## config.mk

```make
export PLATFORM = sky130hd
export DESIGN_NAME = kmc_ctrl
export DESIGN_NICKNAME = d
export VERILOG_FILES = /design/src/hdl/kmc_pkg.sv /design/src/hdl/kmc_ctrl.sv
export SDC_FILE = /design/constraint.sdc
export NUM_CORES = 1
export LEC_CHECK = 0
export BUFFER_PORTS_ARGS = -buffer_cell sky130_fd_sc_hd__buf_2
export CAP_MARGIN = 25
export CORE_MARGIN = 4
export CORE_UTILIZATION = 40
export CTS_CLUSTER_DIAMETER = 60
export CTS_CLUSTER_SIZE = 10
export DETAILED_ROUTE_END_ITERATION = 10
export GPL_TIMING_DRIVEN = 1
export PLACE_DENSITY = 0.78
export SLEW_MARGIN = 10
export SYNTH_ARGS = -nofsm -noshare
export SYNTH_HDL_FRONTEND = slang
export SYNTH_SLANG_ARGS = --single-unit
```

## constraint.sdc

```tcl
create_clock -name i_clk -period 1.07 [get_ports i_clk]
set_input_delay 0.1605 -clock i_clk [delete_from_list [all_inputs] [get_ports i_clk]]
set_output_delay 0.1605 -clock i_clk [all_outputs]
set_load 0.05 [all_outputs]
```

## src/hdl/kmc_pkg.sv

```systemverilog
// Shared types and constants for the k-mer hash counter.
package kmc_pkg;

    typedef enum logic [1:0] {
        OP_BASE    = 2'd0,
        OP_RESTART = 2'd1,
        OP_READ    = 2'd2,
        OP_CLEAR   = 2'd3
    } t_op;

    typedef enum logic [2:0] {
        STS_COUNTED  = 3'd0,
        STS_FILLING  = 3'd1,
        STS_DROPPED  = 3'd2,
        STS_SLOTREAD = 3'd3,
        STS_CLEARED  = 3'd4
    } t_status;

    typedef enum logic [2:0] {
        RES_ZERO,
        RES_FILL,
        RES_READ,
        RES_NEW,
        RES_HIT,
        RES_FULL
    } t_res_sel;

    typedef struct packed {
        logic     accept;
        logic     clr_step;
        logic     hash_init;
        logic     hash_step;
        logic     mem_rd;
        logic     probe_next;
        logic     wr_entry;
        logic     res_set;
        t_res_sel res_sel;
        logic     out_load;
    } t_cmd;

    typedef struct packed {
        logic filling;
        logic hash_last;
        logic rd_valid;
        logic key_match;
        logic probe_last;
        logic clr_last;
        logic out_busy;
    } t_sts;

    localparam logic [63:0] HASH_START = 64'hcbf29ce484222325;
    localparam logic [63:0] HASH_LO    = 64'h00000000000001b3;

    function automatic logic [7:0] letter_code(input logic [1:0] code);
        logic [7:0] c;
        unique case (code)
            2'd0: c = 8'h41;
            2'd1: c = 8'h43;
            2'd2: c = 8'h47;
            default: c = 8'h54;
        endcase
        return c;
    endfunction

endpackage

```

## src/hdl/kmc_ctrl.sv

```systemverilog
// Sequencer for the k-mer hash counter: clear sweep, hashing, probing, result hand-off.
module kmc_ctrl (
    input  logic          i_clk,
    input  logic          i_rst_n,
    input  logic          i_valid,
    output logic          o_ready,
    input  logic [1:0]    i_op,
    output kmc_pkg::t_cmd o_cmd,
    input  kmc_pkg::t_sts i_sts
);

    typedef enum logic [2:0] {
        ST_CLEAR, ST_IDLE, ST_EVAL, ST_HASH, ST_RD, ST_CHK, ST_FIN
    } t_state;

    t_state r_state, n_state;
    logic   r_clr_op, n_clr_op;
    logic   r_is_read, n_is_read;

    always_comb begin
        o_cmd     = '0;
        o_ready   = 1'b0;
        n_state   = r_state;
        n_clr_op  = r_clr_op;
        n_is_read = r_is_read;
        unique case (r_state)
            ST_CLEAR: begin
                o_cmd.clr_step = 1'b1;
                if (i_sts.clr_last) begin
                    n_state = r_clr_op ? ST_FIN : ST_IDLE;
                end
            end
            ST_IDLE: begin
                o_ready = 1'b1;
                if (i_valid) begin
                    o_cmd.accept = 1'b1;
                    n_is_read    = (i_op == kmc_pkg::OP_READ);
                    unique case (kmc_pkg::t_op'(i_op))
                        kmc_pkg::OP_BASE: n_state = ST_EVAL;
                        kmc_pkg::OP_READ: n_state = ST_RD;
                        kmc_pkg::OP_RESTART: begin
                            o_cmd.res_set = 1'b1;
                            o_cmd.res_sel = kmc_pkg::RES_ZERO;
                            n_state       = ST_FIN;
                        end
                        kmc_pkg::OP_CLEAR: begin
                            o_cmd.res_set = 1'b1;
                            o_cmd.res_sel = kmc_pkg::RES_ZERO;
                            n_clr_op      = 1'b1;
                            n_state       = ST_CLEAR;
                        end
                        default: n_state = ST_IDLE;
                    endcase
                end
            end
            ST_EVAL: begin
                if (i_sts.filling) begin
                    o_cmd.res_set = 1'b1;
                    o_cmd.res_sel = kmc_pkg::RES_FILL;
                    n_state       = ST_FIN;
                end else begin
                    o_cmd.hash_init = 1'b1;
                    n_state         = ST_HASH;
                end
            end
            ST_HASH: begin
                o_cmd.hash_step = 1'b1;
                if (i_sts.hash_last) begin
                    n_state = ST_RD;
                end
            end
            ST_RD: begin
                o_cmd.mem_rd = 1'b1;
                n_state      = ST_CHK;
            end
            ST_CHK: begin
                priority if (r_is_read) begin
                    o_cmd.res_set = 1'b1;
                    o_cmd.res_sel = kmc_pkg::RES_READ;
                    n_state       = ST_FIN;
                end else if (!i_sts.rd_valid) begin
                    o_cmd.res_set  = 1'b1;
                    o_cmd.wr_entry = 1'b1;
                    o_cmd.res_sel  = kmc_pkg::RES_NEW;
                    n_state        = ST_FIN;
                end else if (i_sts.key_match) begin
                    o_cmd.res_set  = 1'b1;
                    o_cmd.wr_entry = 1'b1;
                    o_cmd.res_sel  = kmc_pkg::RES_HIT;
                    n_state        = ST_FIN;
                end else if (i_sts.probe_last) begin
                    o_cmd.res_set = 1'b1;
                    o_cmd.res_sel = kmc_pkg::RES_FULL;
                    n_state       = ST_FIN;
                end else begin
                    o_cmd.probe_next = 1'b1;
                    n_state          = ST_RD;
                end
            end
            ST_FIN: begin
                if (!i_sts.out_busy) begin
                    o_cmd.out_load = 1'b1;
                    n_clr_op       = 1'b0;
                    n_state        = ST_IDLE;
                end
            end
            default: n_state = ST_IDLE;
        endcase
    end

    always_ff @(posedge i_clk) begin
        if (!i_rst_n) begin
            r_state   <= ST_CLEAR;
            r_clr_op  <= 1'b0;
            r_is_read <= 1'b0;
        end else begin
            r_state   <= n_state;
            r_clr_op  <= n_clr_op;
            r_is_read <= n_is_read;
        end
    end

`ifndef ASSERT_OFF
    a_no_wr_clash: assert property (@(posedge i_clk) disable iff (!i_rst_n)
        !(o_cmd.wr_entry && o_cmd.clr_step))
        else $error("entry write during clear sweep");
    a_load_free: assert property (@(posedge i_clk) disable iff (!i_rst_n)
        o_cmd.out_load |-> !i_sts.out_busy)
        else $error("result loaded over a pending beat");
    a_one_item: assert property (@(posedge i_clk) disable iff (!i_rst_n)
        (i_valid && o_ready) |=> !o_ready)
        else $error("second beat taken while item in work");
`endif

endmodule

```

=== Yosys cells after proc, flatten, opt, wreduce, memory -nomap -nowiden ===
Cells that the tools add are included.
Widths: inputs -> output; s select.

* Bits in registers: 5
* Output and inout port bits: 13
* Logic and storage cells: 64

* Muxes and demuxes: 40
* Reduce and logical (&&, ||, !) cells: 7
* Eq/ne operators: 14

{| class="wikitable"
|+ Operator list
! kind !! number
|-
| $mux 3 || 9
|-
| $mux 4 || 6
|-
| $pmux 3 s7 || 1
|-
| $mux 1 || 17
|-
| $pmux 3 s4 || 1
|-
| $pmux 4 s3 || 1
|-
| $eq 3x3->1 const B || 3
|-
| $ne 2x2->1 const B || 4
|-
| $reduce_and 4->1 || 2
|-
| $eq 3x2->1 const B || 2
|-
| $mux 2 || 3
|-
| $mux 5 || 1
|-
| $eq 2x2->1 const B || 2
|-
| $eq 3x1->1 const B || 1
|-
| $logic_not 3->1 || 1
|-
| $eq 2x1->1 const B || 1
|-
| $logic_not 2->1 || 1
|-
| $ne 2x1->1 const B || 1
|-
| $pmux 1 s2 || 1
|-
| $reduce_and 2->1 || 1
|-
| $reduce_bool 2->1 || 1
|-
| $reduce_or 2->1 || 1
|}

=== Depth between registers and ports, before layout ===
* Depth in word-level cells: 5
* Gate-level depth with buffers: 6

=== Least setup slack after synthesis ===
Ideal clock, no wire load.

* Path kind: reg2out
* From: reg r_state[1]
* To: out o_cmd[9] (netlist bit)
* Path buffers: 2
* Stages on the path, launching flop included: 4
* Setup slack: -1370 ps
* Arrival: 2279 ps
* Required time: 910 ps
* Cell sequence: dfxtp_1 buf_2 buf_2 nor4b_1

{| class="wikitable"
|+ RTL lines
! element !! line !! text
|-
| start, declared || kmc_ctrl.sv:16 || <nowiki>t_state r_state, n_state;</nowiki>
|-
| start signal, assigned || kmc_ctrl.sv:117 || <nowiki>r_state <= n_state;</nowiki>
|-
| end, declared || kmc_ctrl.sv:8 || <nowiki>output kmc_pkg::t_cmd o_cmd,</nowiki>
|}

==> out/results.txt <==
outcome - complete, but fails checks
violated checks - negative setup slack
Power, Total - 1.65 mW
Root Driver - clkbuf_4
FMAX - 683 MHz
syn nets - 91
initial drt markers - 70
cts bufs inserted - 3
Lkg Pwr - 0.573 nW
Die ar. - 2030 µm²
ANT cells - 0
P&R area growth vs syn - 123%
Worst Path Buf+Inv - 1
mux share of post-synthesis cell area - 0.0547
register area share after synthesis - 0.182
FF-to-FF setup slack - -0.29 ns
MaxCap Viol Count - 0
post-detail-place hpwl - 1460 µm
Critical Path Source Type - flip-flop
Slew Viols, Final - 0
Final WS setup - -0.395 ns
vias per cell - 6.09
Post-Synth Simple-Gate Area - 0.326
initial antenna violation count - 0
total grt overflow - 0
clock slew seen by the registers of the worst setup and hold paths - 0.05 ns
post-synthesis compound-gate area fraction - 0.237
Pre-Repair DR Iteration Count - 4
overall global routing resource usage - 0.235
# setup viols final - 18
mapped cell area - 549 µm²
critical path peak fanout - 5
CP top delay family - flip-flops
element type at the critical path end - primary output
RSZ-0062 raised after global routing - true
drc violations - 0
area of the core - 1300 µm²
Final Util - 0.942
Final Cycle Share - 1.37
WS Path Type - reg2out
H-tree levels - 1
Worst path slowest cell - dfxtp_4
crit path DAT - 1.30 ns
Antenna Nets Post-Route - 0
placer congestion estimate - 0.897
final instance area - 1230 µm²
WHS - 0.260 ns
IO Pins - 25
Critical R2R Launch - r_state[0]$_SDFFE_PN0P_
Hold Path Sink - r_state[2]$_SDFFE_PN0P_
Starting Density - 0.422
Hold Crit Class - in2reg
Nets - 141
Slew @ Worst Pin - 0.266 ns
Final Hold Fails - 0
first-pass GRT wire length - 3480 µm
Via Count - 847
CP Data Required Time - 0.91 ns
Synth Area in Adders - 0.0911
register bit count reported by yosys - 5
Hold Path Depth - 3
setup_tns - -5.12 ns
Register-to-Register Path Depth - 6
CTS tree - built
Post-CTS Hold Buffers - 0
largest net degree at the start of global routing - 11
CTS Buffer Depth - 2
Pwr per Cell Area - 1340 nW/µm²
Layout Skew - 0.0152 ns
vias in the first global route - 788
proportion of layout cells with a drive suffix above 1 - 0.677
die height - 45.1 µm
Mean Syn Cell Area - 7.32 µm²
Peak VDD IR - 1180 µV
DR WL/cell - 20.9 µm
Area after DPL - 963 µm²
xor/xnor cell area share of the yosys netlist - 0
RR Endpoint - r_state[1]$_SDFFE_PN0P_
Worst path max stage delay - 0.36 ns
DP Worst Slack - -0.249 ns
critical path, cell by cell - nand3b_4, a211o_1, nand2_4, buf_8
clock latency on the worst-skew pair - 0.28 ns
Cells after Synth - 75
dpl cells - 131
PortBufs - 24
Worst Hold Launch - i_rst_n
fin crit period - 1.46 ns
Filler cells - 40
Post-Route WL - 2900 µm
Rel. slew slack - 0.822
Synth cell types - 31
synth warn - 0
Die Span X - 45.1 µm
Finished Layout Cells - 139
largest family of logic cells by synthesized area - simple AND/OR/NAND/NOR gates
clk sink count - 5
Core Rows - 13
[how the worst max path moves through the flow]
stage / from / end / slack, ns / cells past startpoint
after floorplan: r_state[1]$_SDFFE_PN0P_ / o_cmd[6] / -0.33 / 4
after global placement: r_state[2]$_SDFFE_PN0P_ / o_cmd[4] / -0.19 / 5
after detailed placement: r_state[2]$_SDFFE_PN0P_ / o_cmd[4] / -0.25 / 5
after CTS: r_state[0]$_SDFFE_PN0P_ / o_cmd[9] / -0.35 / 3
after global routing: r_state[1]$_SDFFE_PN0P_ / o_cmd[1] / -0.42 / 4
final: r_state[1]$_SDFFE_PN0P_ / o_cmd[1] / -0.39 / 4
[per-layer routing]
metal / wire [µm] / vias to the layer above / global-route usage
met5: 0 / - / 0
met4: 202 / 0 / 0.175
met3: 275 / 24 / 0.0398
met2: 1510 / 73 / 0.429
met1: 920 / 383 / 0.231
li1: - / 367 / -
[kinds of logic after synthesis]
group | count (synthesis)
fa+ha+maj | 4
flops | 5
compound gates | 19
simple gates | 32
buf+inv | 12
mux | 3
[cells in the final DEF (no fill, tap or decap), drive strengths merged]
cell | synthesis | final
a211o | 1 | 1
a21boi | 1 | 1
a21o | 1 | 1
a21oi | 3 | 3
a31oi | 2 | 2
and3 | 2 | 2
and4 | 1 | 1
buf | 5 | 50
clkbuf | 0 | 4
dfxtp | 5 | 5
ha | 4 | 4
inv | 7 | 7
mux2i | 3 | 3
nand2 | 5 | 5
nand2b | 2 | 2
nand3 | 2 | 2
nand3b | 1 | 1
nand4 | 1 | 1
nor2 | 6 | 6
nor2b | 3 | 3
nor3 | 8 | 8
nor4b | 1 | 1
o21ai | 7 | 7
o21bai | 1 | 1
o311ai | 1 | 1
o31ai | 1 | 1
o32ai | 1 | 1
[worst min-delay path: stages]
cell,delay [ns]
buf_2,0.12
inv_1,0.15
a21oi_2,0.05
[final cells by class]
type                            instances  area (µm²)  area share
Multi-Input combinational cell         58         567       0.462
Timing Repair Buffer                   50         470       0.384
Sequential cell                         5         113      0.0918
Inverter                                7        31.3      0.0255
Clock buffer                            4        26.3      0.0214
Tap cell                               15        18.8      0.0153
[state kept, by name, summed over array words and instances (netlist names)]
name	flops
r_clr_op	1
r_is_read	1
r_state	3
[power breakdown]
group          leakage (nW)  internal, mW  switching, mW  total [mW]
sequential           0.0434         0.217         0.0586       0.276
clock                0.0150         0.144          0.118       0.262
combinational         0.515         0.518          0.592        1.11
[cell usage after synthesis, drive strengths merged]
cell type | number | area, µm²
o21ai | 7 | 35.0
and3 | 2 | 12.5
o21bai | 1 | 7.51
nor3 | 8 | 40.0
nor4b | 1 | 8.76
ha | 4 | 50.1
a21oi | 3 | 18.8
nor2 | 6 | 22.5
nand2 | 5 | 18.8
a21boi | 1 | 7.51
a21o | 1 | 7.51
inv | 7 | 26.3
o31ai | 1 | 7.51
and4 | 1 | 8.76
nand3 | 2 | 10.0
nor2b | 3 | 18.8
nand4 | 1 | 6.26
mux2i | 3 | 30.0
a211o | 1 | 8.76
buf | 5 | 33.8
o311ai | 1 | 8.76
nand3b | 1 | 20.0
o32ai | 1 | 16.3
a31oi | 2 | 12.5
nand2b | 2 | 12.5
dfxtp | 5 | 100
[timing repair]
| action | 4_1_cts | 5_1_grt |
|---|---|---|
| endpoints found under the setup margin | 18 | 18 |
| buffers inserted | 0 | 4 |
| resized for setup | 47 | 11 |
| pin swaps | 6 | 5 |
| cloned | 0 | 0 |
Power figures use the tool's default switching activity.
